--- config.mk ---
export PLATFORM = sky130hd
export DESIGN_NAME = json_comment_stripper
export DESIGN_NICKNAME = d
export VERILOG_FILES = /design/src/design/jcs_pkg.sv /design/src/design/jcs_scanner.sv /design/src/design/jcs_outq.sv /design/src/design/json_comment_stripper.sv
export SDC_FILE = /design/constraint.sdc
export NUM_CORES = 1
export LEC_CHECK = 0
export ABC_AREA = 0
export BUFFER_PORTS_ARGS = -buffer_cell sky130_fd_sc_hd__buf_2
export CELL_PAD_IN_SITES_DETAIL_PLACEMENT = 1
export CELL_PAD_IN_SITES_GLOBAL_PLACEMENT = 1
export CORE_ASPECT_RATIO = 1.1
export CORE_MARGIN = 5
export CORE_UTILIZATION = 48
export DETAILED_ROUTE_END_ITERATION = 7
export PLACE_DENSITY_LB_ADDON = 0.3
export SLEW_MARGIN = 0
export SYNTH_ARGS = -nofsm -noshare
export SYNTH_HDL_FRONTEND = slang
export SYNTH_SLANG_ARGS = --single-unit
--- constraint.sdc ---
create_clock -name clk -period 6.7 [get_ports clk]
set_input_delay 0.335 -clock clk [delete_from_list [all_inputs] [get_ports clk]]
set_output_delay 0.335 -clock clk [all_outputs]
set_load 0.01 [all_outputs]
--- src/design/jcs_pkg.sv ---
// ----------------------------------------------------------------------------
// jcs_pkg
// Shared types and character constants for the comment stripper.
// ----------------------------------------------------------------------------
package jcs_pkg;

  localparam logic [7:0] CH_SLASH     = 8'h2F;
  localparam logic [7:0] CH_STAR      = 8'h2A;
  localparam logic [7:0] CH_QUOTE     = 8'h22;
  localparam logic [7:0] CH_BACKSLASH = 8'h5C;
  localparam logic [7:0] CH_NEWLINE   = 8'h0A;

  // Output queue depth; a byte pushes at most two entries.
  localparam int unsigned Q_DEPTH = 4;
  localparam int unsigned Q_AW    = $clog2(Q_DEPTH);

  // One result as it travels to the output port.
  typedef struct packed {
    logic [7:0] out_char;
    logic       has_char;
    logic       run_last;
    logic       stream_end;
  } out_ent_t;

  // Everything one input byte releases.
  typedef struct packed {
    logic [1:0] n;
    out_ent_t   e0;
    out_ent_t   e1;
  } scan_res_t;

endpackage

--- src/design/jcs_scanner.sv ---
// ----------------------------------------------------------------------------
// jcs_scanner
// Mode register plus the per-byte decode that yields up to two results.
// ----------------------------------------------------------------------------
module jcs_scanner (
  input  logic               clk,
  input  logic               rst_n,
  input  logic               adv,
  input  logic [7:0]         in_char,
  input  logic               in_last_in,
  output jcs_pkg::scan_res_t res
);
  import jcs_pkg::*;

  typedef enum logic [2:0] {
    M_NORMAL = 3'd0,
    M_SLASH  = 3'd1,
    M_LINE   = 3'd2,
    M_BLOCK  = 3'd3,
    M_STAR   = 3'd4,
    M_STRING = 3'd5,
    M_ESCAPE = 3'd6
  } mode_t;

  mode_t      mode_r, mode_nxt, mode_scan;
  logic [1:0] n;
  logic [7:0] b0, b1;

  always_comb begin
    mode_scan = mode_r;
    n         = 2'd0;
    b0        = 8'h00;
    b1        = 8'h00;
    unique case (mode_r)
      M_SLASH: begin
        if (in_char == CH_SLASH) begin
          mode_scan = M_LINE;
        end else if (in_char == CH_STAR) begin
          mode_scan = M_BLOCK;
        end else begin
          // held slash was plain text: release it with this byte
          n         = 2'd2;
          b0        = CH_SLASH;
          b1        = in_char;
          mode_scan = (in_char == CH_QUOTE) ? M_STRING : M_NORMAL;
        end
      end
      M_LINE: begin
        if (in_char == CH_NEWLINE) begin
          n         = 2'd1;
          b0        = in_char;
          mode_scan = M_NORMAL;
        end
      end
      M_BLOCK: begin
        if (in_char == CH_STAR) mode_scan = M_STAR;
      end
      M_STAR: begin
        if (in_char == CH_SLASH)     mode_scan = M_NORMAL;
        else if (in_char != CH_STAR) mode_scan = M_BLOCK;
      end
      M_STRING: begin
        n  = 2'd1;
        b0 = in_char;
        if (in_char == CH_BACKSLASH)  mode_scan = M_ESCAPE;
        else if (in_char == CH_QUOTE) mode_scan = M_NORMAL;
      end
      M_ESCAPE: begin
        n         = 2'd1;
        b0        = in_char;
        mode_scan = M_STRING;
      end
      default: begin
        if (in_char == CH_SLASH) begin
          mode_scan = M_SLASH;
        end else begin
          n         = 2'd1;
          b0        = in_char;
          mode_scan = (in_char == CH_QUOTE) ? M_STRING : M_NORMAL;
        end
      end
    endcase

    // end of stream: flush a held slash, fall back to normal
    mode_nxt = mode_scan;
    if (in_last_in) begin
      if (mode_scan == M_SLASH) begin
        n  = 2'd1;
        b0 = CH_SLASH;
      end
      mode_nxt = M_NORMAL;
    end
  end

  always_comb begin
    res.n  = n;
    res.e0 = '{out_char: b0, has_char: 1'b1, run_last: (n == 2'd1),
               stream_end: in_last_in && (n == 2'd1)};
    res.e1 = '{out_char: b1, has_char: 1'b1, run_last: 1'b1,
               stream_end: in_last_in};
    if (n == 2'd0 && in_last_in) begin
      // marker-only result so the stream end is still seen
      res.n  = 2'd1;
      res.e0 = '{out_char: 8'h00, has_char: 1'b0, run_last: 1'b1, stream_end: 1'b1};
    end
  end

  always_ff @(posedge clk) begin
    if (!rst_n) begin
      mode_r <= M_NORMAL;
    end else if (adv) begin
      mode_r <= mode_nxt;
    end
  end

endmodule

--- src/design/jcs_outq.sv ---
// ----------------------------------------------------------------------------
// jcs_outq
// Small result queue: takes up to two entries per cycle, gives one.
// ----------------------------------------------------------------------------
module jcs_outq (
  input  logic               clk,
  input  logic               rst_n,
  input  logic               push,
  input  jcs_pkg::scan_res_t res,
  input  logic               pop,
  output logic               room,
  output logic               nonempty,
  output jcs_pkg::out_ent_t  head
);
  import jcs_pkg::*;

  out_ent_t           mem_r [Q_DEPTH];
  logic [Q_AW-1:0]    wr_ptr_r, rd_ptr_r, wr_ptr_nxt, rd_ptr_nxt;
  logic [Q_AW:0]      cnt_r, cnt_nxt;
  logic [1:0]         n_push;
  logic [Q_AW-1:0]    wr_ptr_p1;

  assign n_push    = push ? res.n : 2'd0;
  assign wr_ptr_p1 = wr_ptr_r + 1'b1;
  assign room      = cnt_r <= (Q_AW+1)'(Q_DEPTH - 2);
  assign nonempty  = cnt_r != '0;
  assign head      = mem_r[rd_ptr_r];

  always_comb begin
    wr_ptr_nxt = wr_ptr_r + Q_AW'(n_push);
    rd_ptr_nxt = rd_ptr_r + Q_AW'(pop);
    cnt_nxt    = cnt_r + (Q_AW+1)'(n_push) - (Q_AW+1)'(pop);
  end

  always_ff @(posedge clk) begin
    if (!rst_n) begin
      wr_ptr_r <= '0;
      rd_ptr_r <= '0;
      cnt_r    <= '0;
    end else begin
      wr_ptr_r <= wr_ptr_nxt;
      rd_ptr_r <= rd_ptr_nxt;
      cnt_r    <= cnt_nxt;
    end
  end

  always_ff @(posedge clk) begin
    if (n_push != 2'd0) mem_r[wr_ptr_r]  <= res.e0;
    if (n_push == 2'd2) mem_r[wr_ptr_p1] <= res.e1;
  end

endmodule

--- src/design/json_comment_stripper.sv ---
// ----------------------------------------------------------------------------
// json_comment_stripper
// Removes // and /* */ comments from a byte stream, outside quoted strings.
// ----------------------------------------------------------------------------
// One byte is taken per request and decoded in the same cycle against a 3-bit
// mode register; the results it releases (zero, one or two) go into a
// four-entry result queue and leave one per cycle while out_stall is low.
// A byte is accepted every cycle as long as the queue has room for two
// entries, so a steady stream runs at one byte per cycle; only a held slash
// released together with the byte after it puts two results in the queue at
// once, and in_stall rises only when the consumer falls behind. A slash
// outside strings and comments is held until the next byte shows whether it
// opens a comment. in_last_in marks the final byte: a held slash is flushed,
// the mode returns to normal, and the last result of that byte carries
// out_stream_end (a result with out_has_char low is a marker only, sent when
// the final byte releases nothing).
// ----------------------------------------------------------------------------
module json_comment_stripper (
  input  logic       clk,
  input  logic       rst_n,
  input  logic       in_valid,
  output logic       in_stall,
  input  logic [7:0] in_char,
  input  logic       in_last_in,
  output logic       out_valid,
  input  logic       out_stall,
  output logic [7:0] out_char,
  output logic       out_has_char,
  output logic       out_run_last,
  output logic       out_stream_end
);
  import jcs_pkg::*;

  scan_res_t res;
  out_ent_t  head;
  logic      room, nonempty, adv, pop;

  // a request is taken when valid and the queue can absorb two results
  assign in_stall = !room;
  assign adv      = in_valid && room;
  assign pop      = nonempty && !out_stall;

  jcs_scanner u_scan (
    .clk        (clk),
    .rst_n      (rst_n),
    .adv        (adv),
    .in_char    (in_char),
    .in_last_in (in_last_in),
    .res        (res)
  );

  jcs_outq u_q (
    .clk      (clk),
    .rst_n    (rst_n),
    .push     (adv),
    .res      (res),
    .pop      (pop),
    .room     (room),
    .nonempty (nonempty),
    .head     (head)
  );

  assign out_valid      = nonempty;
  assign out_char       = head.out_char;
  assign out_has_char   = head.has_char;
  assign out_run_last   = head.run_last;
  assign out_stream_end = head.stream_end;

endmodule

# --- After elaboration in Yosys (flattened, before gate mapping) ---
# Memories as Yosys holds them, arrays and structs flattened. A register that Yosys moved wholly into a read port is not among the register bits.
# Index checks and enable logic that the tools add are counted.
classes:
  reduce_logical: 11
  n_addsub: 5
  order_cmp: 1
  muxes: 36
  n_eq_ne: 15
op_table:
  columns: ["op", "count"]
  rows:
  - ["2-to-1 mux 8 bit", 8]
  - ["2-to-1 mux 3 bit", 11]
  - ["one-hot mux 8 bit (4 select lines)", 1]
  - ["== test 8 x 6 -> 1 bit, second input constant", 3]
  - ["one-hot mux 3 bit (6 select lines)", 1]
  - ["2-to-1 mux 13 bit", 1]
  - ["2-to-1 mux 2 bit", 6]
  - ["== test 3 bit, second input constant", 3]
  - ["== test 8 x 4 -> 1 bit, second input constant", 1]
  - ["== test 8 x 7 -> 1 bit, second input constant", 1]
  - ["!= test 8 x 6 -> 1 bit, second input constant", 1]
  - ["one-hot mux 2 bit (4 select lines)", 1]
  - ["== test 3 x 1 -> 1 bit, second input constant", 2]
  - ["== test 3 x 2 -> 1 bit, second input constant", 2]
  - ["2-to-1 mux 1 bit", 6]
  - ["2-to-1 mux 6 bit", 1]
  - ["logical AND 1 bit", 4]
  - ["OR reduction 2 bit", 2]
  - ["adder 3 x 2 -> 3 bit", 1]
  - ["<= comparator 3 x 2 -> 1 bit, second input constant", 1]
  - ["nonzero test 3 bit", 1]
  - ["subtractor 3 x 1 -> 3 bit", 1]
  - ["adder 2 x 1 -> 2 bit", 1]
  - ["adder 2 x 1 -> 2 bit, second input constant", 1]
  - ["other kinds (6)", 7]
totals:
  inputBits: 13
  mem_bits_rw: 44
  out_inout_bits: 13
  n_memories: 1
  register_bits: 10
mem_list:
  columns: ["memory", "depth", "width", "read_ports", "rd_clocked_by_memory_dff", "write_ports", "line_no", "text"]
  rows:
  - ["u_q.mem_r", 4, 11, 1, 1, 2, "jcs_outq.sv:17", "out_ent_t mem_r [Q_DEPTH];"]

# --- Longest topological paths before layout ---
# Gate-level depths: netlist of run 1.
depth:
  ltp_word: 15
  ltp_mapped: 12
  depth_no_buf: 10

# --- Modules after synthesis ---
# Synthesis of run 1 repeated with hierarchy kept, for this count alone.
unflattened:
  cells_unflattened: 269
  area_unflattened_um2: 3347.0
by_module_without_submodules:
  columns: ["mod", "cells_per_inst", "seq_area_each_um2", "area_each_um2", "n_inst"]
  rows:
  - ["jcs_outq", 159, 1461.4, 2592.5, 1]
  - ["jcs_scanner", 107, 60.1, 730.7, 1]
  - ["json_comment_stripper", 3, 0.0, 23.8, 1]

# --- Worst setup path before layout of run 1 ---
# No wires, ideal clock.
synth_path:
  path_kind: "input port to flip-flop"
  startpoint: "input port in_char[7]"
  endpoint: "register u_q.cnt_r[2]"
  setup_slack_ns: 3.793
  setup_ns: 0.115
  t_arrival_ns: 2.792
  path_buffers: 1
  stages: 10
  t_required_ns: 6.585
  cell_sequence: "or3b_4 > buf_4 > o31ai_1 > nor2_1 > inv_1 > ha_1 > fa_1 > xor2_1 > xnor2_1 > and2_1"
synth_between:
  elab_chain_len: 14
synth_rtl:
  columns: ["item", "line_no", "text"]
  rows:
  - ["start: declaration", "json_comment_stripper.sv:23", "input logic [7:0] in_char,"]
  - ["== test 8 x 6 -> 1 bit", "jcs_scanner.sv:45, jcs_scanner.sv:66, jcs_scanner.sv:79", null]
  - ["2-to-1 mux 3 bit", "jcs_scanner.sv:45, jcs_scanner.sv:79", null]
  - ["2-to-1 mux 3 bit", "jcs_scanner.sv:38", "end else if (in_char == CH_STAR) begin"]
  - ["2-to-1 mux 3 bit", "jcs_scanner.sv:36", "if (in_char == CH_SLASH) begin"]
  - ["one-hot mux 3 bit (6 select lines)", "jcs_scanner.sv:34", "unique case (mode_r)"]
  - ["== test 3 x 1 -> 1 bit", "jcs_scanner.sv:87", "if (mode_scan == M_SLASH) begin"]
  - ["2-to-1 mux 2 bit", "jcs_scanner.sv:87", null]
  - ["2-to-1 mux 2 bit *", "jcs_scanner.sv:86", "if (in_last_in) begin"]
  - ["logical NOT 2 bit", "jcs_scanner.sv:101", "if (n == 2'd0 && in_last_in) begin"]
  - ["logical AND 1 bit", "jcs_scanner.sv:101", null]
  - ["2-to-1 mux 13 bit *", "jcs_scanner.sv:101", null]
  - ["2-to-1 mux 2 bit *", "jcs_outq.sv:23", "assign n_push = push ? res.n : 2'd0;"]
  - ["adder 3 x 2 -> 3 bit *", "jcs_outq.sv:32", "cnt_nxt = cnt_r + (Q_AW+1)'(n_push) - (Q_AW+1)'(pop);"]
  - ["subtractor 3 x 1 -> 3 bit *", "jcs_outq.sv:32", null]
  - ["end signal: assignment", "jcs_outq.sv:43", "cnt_r <= cnt_nxt;"]
  - ["end: declaration", "jcs_outq.sv:19", "logic [Q_AW:0] cnt_r, cnt_nxt;"]
# Every way passes the cells marked *; elsewhere a longest branch is shown, timed or not.
# A chain may end at the register's enable or synchronous reset.

==> metrics, run 1 <==
power density cells=288.5 nW/um2; final hold vios=0; Post-Synth Simple-Gate Area=21.42%; register area share after synthesis=44.86%; WHS=0.3450 ns; Worst setup SP type=flop; Mapped Area=3213 um2; Max Slew Vio Count=0; DR iter-0 viols=173; first-pass GRT wire length=14.33 mm; Worst-path clk slew=0.10 ns; GRT Resource Usage Total=22.64%; pre-CTS WS=3.359 ns; Max rail drop VDD=0.1341 mV; # IOs=26; min Tclk post-route=3.315 ns; Post-Route WL=8.863 mm; RSZ-0062 raised after global routing=false; crit-path max FO=18; Power Total=0.001005 W; Synth cell types=55; CP endpoint kind=flop; Core Region=6555 um2; top post-synthesis cells by area=edfxtp_1 (34%), dfxtp_1 (11%), mux4_2 (7.7%); Avg WL per Cell=21.51 um; row count=31; syn_area_per_cell=10.23 um2; Final WS setup=3.385 ns; Die Y=95.81 um; Skew-Pair Late Insertion Delay=0.32 ns; Final setup viols=0; Worst Reg-to-Reg Cells=6; port buffer count=25; type of the worst setup path=flop to flop; antenna violations before repair=0; Critical Path RT=6.67 ns; Num CTS Buffers=5; Post-CTS Hold Buffers=0; largest net degree at the start of global routing=19; Sink Count=54; Yosys top cell by area=edfxtp_1; post-CTS setup buffers=0; Top FF cell, synth=edfxtp_1; most common cell in the netlist=edfxtp_1; Peak Freq=301.6 MHz; routed vias/inst=6.277; DR DRC count=0; Leak=1.202 nW; number of global-route vias before repair=2675; final worst path period share=49.48%; initial core utilization=49.02%; first drt pass iteration count=4; RePlAce Congestion=0.8928; die width=88.01 um; Net Count, Synth=333; hold path depth=2; post-route ant nets=0; worst path arrival time=3.29 ns; largest family of logic cells by synthesized area=simple AND/OR/NAND/NOR gates; max cap viols=0; diode count=0; Yosys top cell area share=33.64%; area share of fa/ha/maj cells after synthesis=2.570%; EDFF count, synth=36; Worst slew margin=46.34%; commonest cells in the netlist=edfxtp_1 (36), nand2_1 (29), nor2_1 (27), a21oi_1 (19), dfxtp_1 (18); Setup TNS Final=0 ns; Worst Hold Class=primary input to flop; Die Footprint=8432 um2; post-synthesis compound-gate area fraction=16.86%; Area Overhead vs Synth=8.372%; Congestion Overflow GR=0; Ys Warns=0; Root Buffer=clkbuf_8; worst clock skew=0.01127 ns; worst slew pin tran=0.7975 ns; Syn Inst Count=314; DP HPWL=6.623 mm; Synth async-reset ratio=0%; H-tree lvl count=2; outcome=finished clean; fin util=53.12%; Clock Path Buffers=2; routed vias=2586; flops & latches, synth=54; post-cts resize count=0; share of cells above drive strength 1=16.67%; mux cell area share after synthesis=8.333%; post-synthesis xor/xnor area fraction=2.453%; CTS tree=built; nets=348
==> cell families (layout without fill, tap and decap cells) <==
kind of cell               after synthesis  after routing
and+or+nand+nor                        133            133
xor gates and xnor gates                 9              9
buffers and inverters                   27             43
muxes                                   13             13
DFF                                     54             54
AOI/OAI and AO/OA                       72             72
adders and majority gates                6              6
==> registers in the layout, indices dropped and copies added (netlist names) <==
name	flops
u_q.cnt_r	3
u_q.mem_r	44
u_q.rd_ptr_r	2
u_q.wr_ptr_r	2
u_scan.mode_r	3
==> routing by layer <==
| layer | vias to the layer above | GRT usage [%] | wire length (um) |
|---|---|---|---|
| li1 | 1216 | - | - |
| met4 | 0 | 6.801 | 177 |
| met5 | - | 0 | 0 |
| met3 | 15 | 3.510 | 422 |
| met2 | 80 | 41.02 | 4649 |
| met1 | 1275 | 27.61 | 3614 |
==> layout by cell type, fill, tap and decap left out, drive strengths merged, types with 3 or more instances in the layout <==
cell | Yosys | layout
o2bb2ai | 3 | 3
nor2b | 14 | 14
nand2 | 29 | 29
a221oi | 3 | 3
edfxtp | 36 | 36
buf | 3 | 25
xnor2 | 5 | 5
ha | 5 | 5
dfxtp | 18 | 18
a21oi | 19 | 19
o21ai | 8 | 8
and3 | 4 | 4
a311o | 3 | 3
a31oi | 3 | 3
nor4 | 4 | 4
mux4 | 11 | 11
clkbuf | 14 | 5
nor3b | 5 | 5
nor2 | 27 | 27
xor2 | 4 | 4
or3 | 3 | 3
and2 | 12 | 12
o22ai | 13 | 13
inv | 10 | 11
nor3 | 11 | 11
nand3 | 13 | 13
==> through the flow <==
step | instance area (um2) | instances
5_1_grt | 3482 | 412
4_1_cts | 3482 | 412
6_report | 3482 | 412
2_1_floorplan | 3213 | 314
3_5_place_dp | 3366 | 404
3_3_place_gp | 3366 | 404
==> worst max-delay path, stage by stage, from the launching register on <==
cell      delay, ns
dfxtp_1        0.65
nor3b_1        0.47
o31a_1         0.71
a311oi_2       0.15
nor2_1         0.28
nand3_1        0.26
nand2_1        0.44
==> worst paths after layout <==
path	slack, ns	end	start
min reg2reg	0.52	u_q.mem_r[3][1]	u_q.mem_r[3][1]
max	3.38	u_q.mem_r[3][0]	u_scan.mode_r[0]
min	0.34	u_scan.mode_r[0]	rst_n
max reg2reg	3.38	u_q.mem_r[3][0]	u_scan.mode_r[0]
==> cell type report <==
| class | count | area, um2 |
|---|---|---|
| clock inverter | 3 | 47.55 |
| tap | 82 | 102.6 |
| timing repair buffer | 25 | 125.1 |
| inverter | 10 | 37.54 |
| fill | 734 | 3073 |
| multi-input combinational | 233 | 1659 |
| sequential | 54 | 1441 |
| clock buffer | 5 | 68.82 |
==> power breakdown <==
group / internal [W] / switching (W)
Clock: 0.000113 / 0.000117
Combinational: 0.000143 / 0.000160
Sequential: 0.000417 / 0.0000547
Power figures use the tool's default switching activity.
==> run 2, diff against run 1 <==
CORE_UTILIZATION = 47   (was 48)
clock period = 3.25 ns   (was 6.7 ns; I/O delays follow)
==> run 2 against run 1 <==
Clock skew is 0.0016 ns higher. Cell count rose by 2.2%. Combinational power up 110%. Register-to-register slack worse by 3.1 ns. Cell area grew 1.2%. Utilization about the same. Hold slack worse by 0.16 ns. Highest routed layer unchanged.
==> metrics, run 2 (synthesis results as in run 1) <==
Most flops, register=u_q.mem_r; Worst Reg-to-Reg Cells=10 (+4); type of the worst setup path=flop to flop; most common cell after layout, fill and taps aside=edfxtp_1; final hold vios=0 (unchanged); Critical Path RT=3.48 ns (-3.19 ns); die width=88.84 um (+0.94%); RePlAce Congestion=0.8662 (-3.0%); Worst slew margin=47.82% (+1.5 points); Worst-path clk slew=0.10 ns (about the same); final worst path period share=89.86% (+40 points); Skew-Pair Late Insertion Delay=0.32 ns (about the same); fin util=53.14% (about the same); Worst Hold Class=primary input to flop; Clock Path Buffers=2 (unchanged); Max Slew Vio Count=0 (unchanged); Avg WL per Cell=22.05 um (+2.5%); first-pass GRT wire length=14.87 mm (+3.8%); Setup TNS Final=0 ns (unchanged); post-cts resize count=0 (unchanged); post-CTS setup buffers=0 (unchanged); worst path arrival time=3.15 ns (-0.14 ns); CP endpoint kind=flop; crit-path max FO=15 (-3); min Tclk post-route=2.920 ns (-0.3949 ns); pre-CTS WS=0.3556 ns (-3.004 ns); RSZ-0062 raised after global routing=false; RR Endpoint=u_q.cnt_r[2]; Leak=1.233 nW (+2.6%); Max stage delay on crit path=0.68 ns (-0.03 ns); # IOs=26 (unchanged); Post-Route WL=9.283 mm (+4.7%); routed vias/inst=6.268 (-0.13%); Worst setup SP type=flop; DP HPWL=7.038 mm (+6.3%); first drt pass iteration count=5 (+1); share of cells above drive strength 1=18.88% (+2.2 points); Root Buffer=clkbuf_8; Final WS setup=0.3296 ns (-3.055 ns); power density cells=569.6 nW/um2 (+97%); largest net degree at the start of global routing=19 (unchanged); worst clock skew=0.01283 ns (+0.001558 ns); Num CTS Buffers=5 (unchanged); nets=357 (+2.6%); max cap viols=0 (unchanged); FF-to-FF setup slack=0.33 ns (-3.06 ns); post-route ant nets=0 (unchanged); crit path to=u_q.cnt_r[2]; routed vias=2639 (+2.0%); RR Startpoint=u_scan.mode_r[0]; Core Region=6633 um2 (+1.2%); Die Y=96.72 um (+0.94%); GRT Resource Usage Total=22.38% (-0.26 points); Peak Freq=342.4 MHz (+14%); Layout Cells excl Fill=421 (+2.2%); Worst setup startpoint=u_scan.mode_r[0]; max reg flops=44 (unchanged); CP Cell Sequence=nor3b_1 -> o31ai_1 -> buf_4 -> nor2_1 -> inv_1 -> ha_1 -> fa_1 -> xor2_1 -> xnor2_1 -> and2_1; antenna violations before repair=0 (unchanged); Final setup viols=0 (unchanged); placed insts=413 (+2.2%); crit path max-delay cell type=dfxtp_1; H-tree lvl count=2 (unchanged); Congestion Overflow GR=0 (unchanged); Sink Count=54 (unchanged); number of global-route vias before repair=2727 (+1.9%); port buffer count=25 (unchanged); Post-CTS Hold Buffers=0 (unchanged); biggest regs=u_q.mem_r x44, u_q.cnt_r x3, u_scan.mode_r x3; worst slew pin tran=0.7817 ns (-0.01587 ns); initial core utilization=48.44% (-0.57 points); most frequent cells in the layout=edfxtp_1 (36), nand2_1 (29), nor2_1 (27); CTS tree=built; Die Footprint=8592 um2 (+1.9%); DR DRC count=0 (unchanged); outcome=finished clean; diode count=0 (unchanged); DR iter-0 viols=271 (+57%); Area Overhead vs Synth=9.696%; row count=31 (unchanged); Max rail drop VDD=0.3659 mV (+170%)
[run 2: worst min-delay path by stage]
stage                       end            start  slack (ns)  cells past startpoint
4_1_cts        u_scan.mode_r[2]            rst_n        0.20                      2
6_report       u_scan.mode_r[2]            rst_n        0.18                      2
3_5_place_dp    u_q.mem_r[2][1]  u_q.mem_r[2][1]        0.49                      2
3_3_place_gp    u_q.mem_r[1][1]  u_q.mem_r[1][1]        0.45                      2
2_1_floorplan      u_q.cnt_r[2]            rst_n        0.28                      1
5_1_grt        u_scan.mode_r[2]            rst_n        0.20                      2
[run 2: routing by layer]
metal,up-vias,part of all wire (%),track usage (%)
li1,1234,-,-
met1,1335,42,29.37
met2,65,53,38.86
met3,5,4.0,2.124
met4,0,0.95,5.465
met5,-,0,0
[run 2: critical path: cells and delay by family, from the launching register on]
| family | cells | cell delay, ns |
|---|---|---|
| buffers and inverters | 2 | 0.30 |
| XOR/XNOR | 2 | 0.28 |
| AO/OA/AOI/OAI | 1 | 0.15 |
| adder cells (fa/ha/maj) | 2 | 0.75 |
| AND/OR/NAND/NOR | 3 | 0.65 |
| flip-flops | 1 | 0.68 |
[run 2: power breakdown]
| part | switching [W] | total [W] | internal (W) |
|---|---|---|---|
| Sequential | 0.000113 | 0.000973 | 0.000860 |
| Clock | 0.000238 | 0.000394 | 0.000155 |
| Combinational | 0.000334 | 0.000641 | 0.000307 |
| Total | 0.000686 | 0.00201 | 0.00132 |
[run 2: cell type report]
type / instances / area [um2]
clock buffer: 5 / 68.82
clock inverter: 3 / 22.52
fill: 747 / 3108
inverter: 10 / 37.54
multi-input combinational: 233 / 1659
sequential: 54 / 1441
tap: 82 / 102.6
timing repair buffer: 34 / 192.7
[run 2: metrics by stage]
step / hold slack (ns) / total power, W / cell area [um2]
finish: 0.1835 / 0.002008 / 3525
global route: 0.1967 / 0.002123 / 3525
CTS: 0.1956 / 0.002024 / 3525
detailed placement: 0.4887 / 0.001634 / 3433
global placement: 0.4535 / 0.001588 / 3433
floorplan: 0.2842 / 0.001400 / 3213
==> run 3, diff against run 2 <==
BUFFER_PORTS_ARGS = -buffer_cell sky130_fd_sc_hd__clkbuf_2   (was -buffer_cell sky130_fd_sc_hd__buf_2)
CORE_UTILIZATION = 44   (was 47)
==> run 3 against run 2 <==
Global-route usage decreased by 2.3 points. Via count decreased by 0.19%. Clock power rose by 3%. Combinational power shrank 2%. Power is essentially flat. Register-to-register slack improved by 0.07 ns. Clock skew about the same. Cell count is 0.71% higher. Flip-flop and latch count did not move. Clock-buffer cell count increased by 1. Sequential power hardly changed. Fmax is 2.6% higher.
==> metrics, run 3 (synthesis results as in run 1) <==
outcome=finished clean; Peak Freq=351.3 MHz (+2.6%); CP Depth=10 (unchanged); final hold vios=0 (unchanged); most frequent cells in the layout=edfxtp_1 (36), nand2_1 (29), nor2_1 (27); CP Cell Sequence=nor3b_1 -> o31ai_1 -> buf_4 -> nor2_1 -> inv_1 -> ha_1 -> fa_1 -> xor2_1 -> xnor2_1 -> and2_1; min Tclk post-route=2.847 ns (-0.07372 ns); fin util=50.18% (-3.0 points); FF-to-FF setup slack=0.40 ns (+0.07 ns); port buffer count=25 (unchanged); post-route ant nets=0 (unchanged); worst path arrival time=3.05 ns (-0.10 ns); WHS=0.2017 ns (+0.01828 ns); WP buf/inv=2 (unchanged); H-tree lvl count=2 (unchanged); crit-path max FO=15 (unchanged); Sink Count=54 (unchanged); final worst path period share=87.59% (-2.3 points); Root Buffer=clkbuf_8; biggest regs=u_q.mem_r x44, u_q.cnt_r x3, u_scan.mode_r x3; Core Region=7047 um2 (+6.2%); die width=91.48 um (+3.0%); antenna violations before repair=0 (unchanged); CTS tree=built; Die Footprint=9113 um2 (+6.1%); post-CTS setup buffers=0 (unchanged); Area Overhead vs Synth=10.05%; RR Startpoint=u_scan.mode_r[0]; worst slew pin tran=0.7978 ns (+0.01612 ns); RR Endpoint=u_q.cnt_r[2]; initial core utilization=45.60% (-2.8 points); post-cts resize count=0 (unchanged); number of global-route vias before repair=2688 (-1.4%); RSZ-0062 raised after global routing=false; Max rail drop VDD=0.3181 mV (-13%); Avg WL per Cell=21.29 um (-3.5%); Worst slew margin=46.32% (-1.5 points); # IOs=26 (unchanged); Worst setup SP type=flop; routed vias/inst=6.212 (-0.90%); RePlAce Congestion=0.8261 (-4.6%); max cap viols=0 (unchanged); routed vias=2634 (-0.19%); Layout fillers=810 (+8.4%); Setup TNS Final=0 ns (unchanged); Clock Path Buffers=2 (unchanged); max reg flops=44 (unchanged); type of the worst setup path=flop to flop; Leak=1.242 nW (+0.72%); row count=32 (+3.2%); most common cell after layout, fill and taps aside=edfxtp_1; CP endpoint kind=flop; share of cells above drive strength 1=18.88% (unchanged); fin area=3536 um2 (+0.32%); cell family with most CP delay=adder cells; Most flops, register=u_q.mem_r; Worst Reg-to-Reg Cells=10 (unchanged); Congestion Overflow GR=0 (unchanged); nets=357 (unchanged); DR iter-0 viols=171 (-37%); GRT Resource Usage Total=20.08% (-2.3 points); crit path max-delay cell type=dfxtp_1; Worst setup startpoint=u_scan.mode_r[0]; Critical Path RT=3.46 ns (-0.02 ns); largest net degree at the start of global routing=18 (-1); power density cells=567.8 nW/um2 (-0.32%); Final setup viols=0 (unchanged); DP HPWL=7.116 mm (+1.1%); Post-Route WL=9.026 mm (-2.8%); Worst Hold Class=primary input to flop; Max Slew Vio Count=0 (unchanged); multi-input logic area=1659 um2 (unchanged); worst clock skew=0.01264 ns (-0.0001863 ns); Skew-Pair Late Insertion Delay=0.31 ns (about the same); first drt pass iteration count=5 (unchanged); Max stage delay on crit path=0.67 ns (about the same); Num CTS Buffers=5 (unchanged); Worst-path clk slew=0.11 ns (about the same); Die Y=99.63 um (+3.0%); hold path depth=2 (unchanged); diode count=0 (unchanged); Post-CTS Hold Buffers=0 (unchanged); FF/Latch Area=1441 um2 (unchanged); Post-Place Cell Area=3437 um2 (+0.11%); crit path to=u_q.cnt_r[2]; first-pass GRT wire length=14.50 mm (-2.5%); DR DRC count=0 (unchanged)
-- run 3: stage by stage --
step,power (W),setup slack [ns],instances
after CTS,0.002028,0.4005,424
after floorplan,0.001400,0.5158,314
after global routing,0.002132,0.2487,424
after global placement,0.001596,0.4157,416
after detailed placement,0.001631,0.3409,416
final,0.002008,0.4033,424
-- run 3: worst register-to-register path: cells and delay by family (launching register included) --
family | cells | cell delay (ns)
simple gates | 3 | 0.61
xor+xnor | 2 | 0.28
compound gates | 1 | 0.12
flops | 1 | 0.67
buf+inv | 2 | 0.30
fa+ha+maj | 2 | 0.76
-- run 3: layout make-up --
class / count / share of cell area, %
Clock buffer: 6 / 2.335
Clock inverter: 2 / 0.4600
Inverter: 10 / 1.062
Multi-Input combinational cell: 233 / 46.92
Sequential cell: 54 / 40.76
Tap cell: 85 / 3.008
Timing Repair Buffer: 34 / 5.449
-- run 3: worst min-delay path by stage --
stage / start / end / slack [ns]
after detailed placement: u_q.mem_r[1][1] / u_q.mem_r[1][1] / 0.49
after global routing: rst_n / u_scan.mode_r[0] / 0.23
after global placement: u_q.mem_r[1][1] / u_q.mem_r[1][1] / 0.45
after CTS: rst_n / u_scan.mode_r[0] / 0.21
final: rst_n / u_q.rd_ptr_r[1] / 0.20
after floorplan: rst_n / u_q.cnt_r[2] / 0.28
-- run 3: routing by layer --
| metal | GRT usage [%] | share of wire [%] | wire, um | vias up |
|---|---|---|---|---|
| met5 | 0 | 0 | 0 | - |
| met4 | 6.433 | 2.8 | 253 | 0 |
| met3 | 2.723 | 4.3 | 386 | 22 |
| met2 | 34.38 | 51 | 4618 | 78 |
| met1 | 26.19 | 42 | 3768 | 1303 |
| li1 | - | - | - | 1231 |
-- run 3: power by group --
group | internal, W | total (W) | switching, W
logic | 0.000299 | 0.000628 | 0.000330
clock network | 0.000176 | 0.000406 | 0.000230
registers | 0.000860 | 0.000973 | 0.000114
total | 0.00133 | 0.00201 | 0.000673
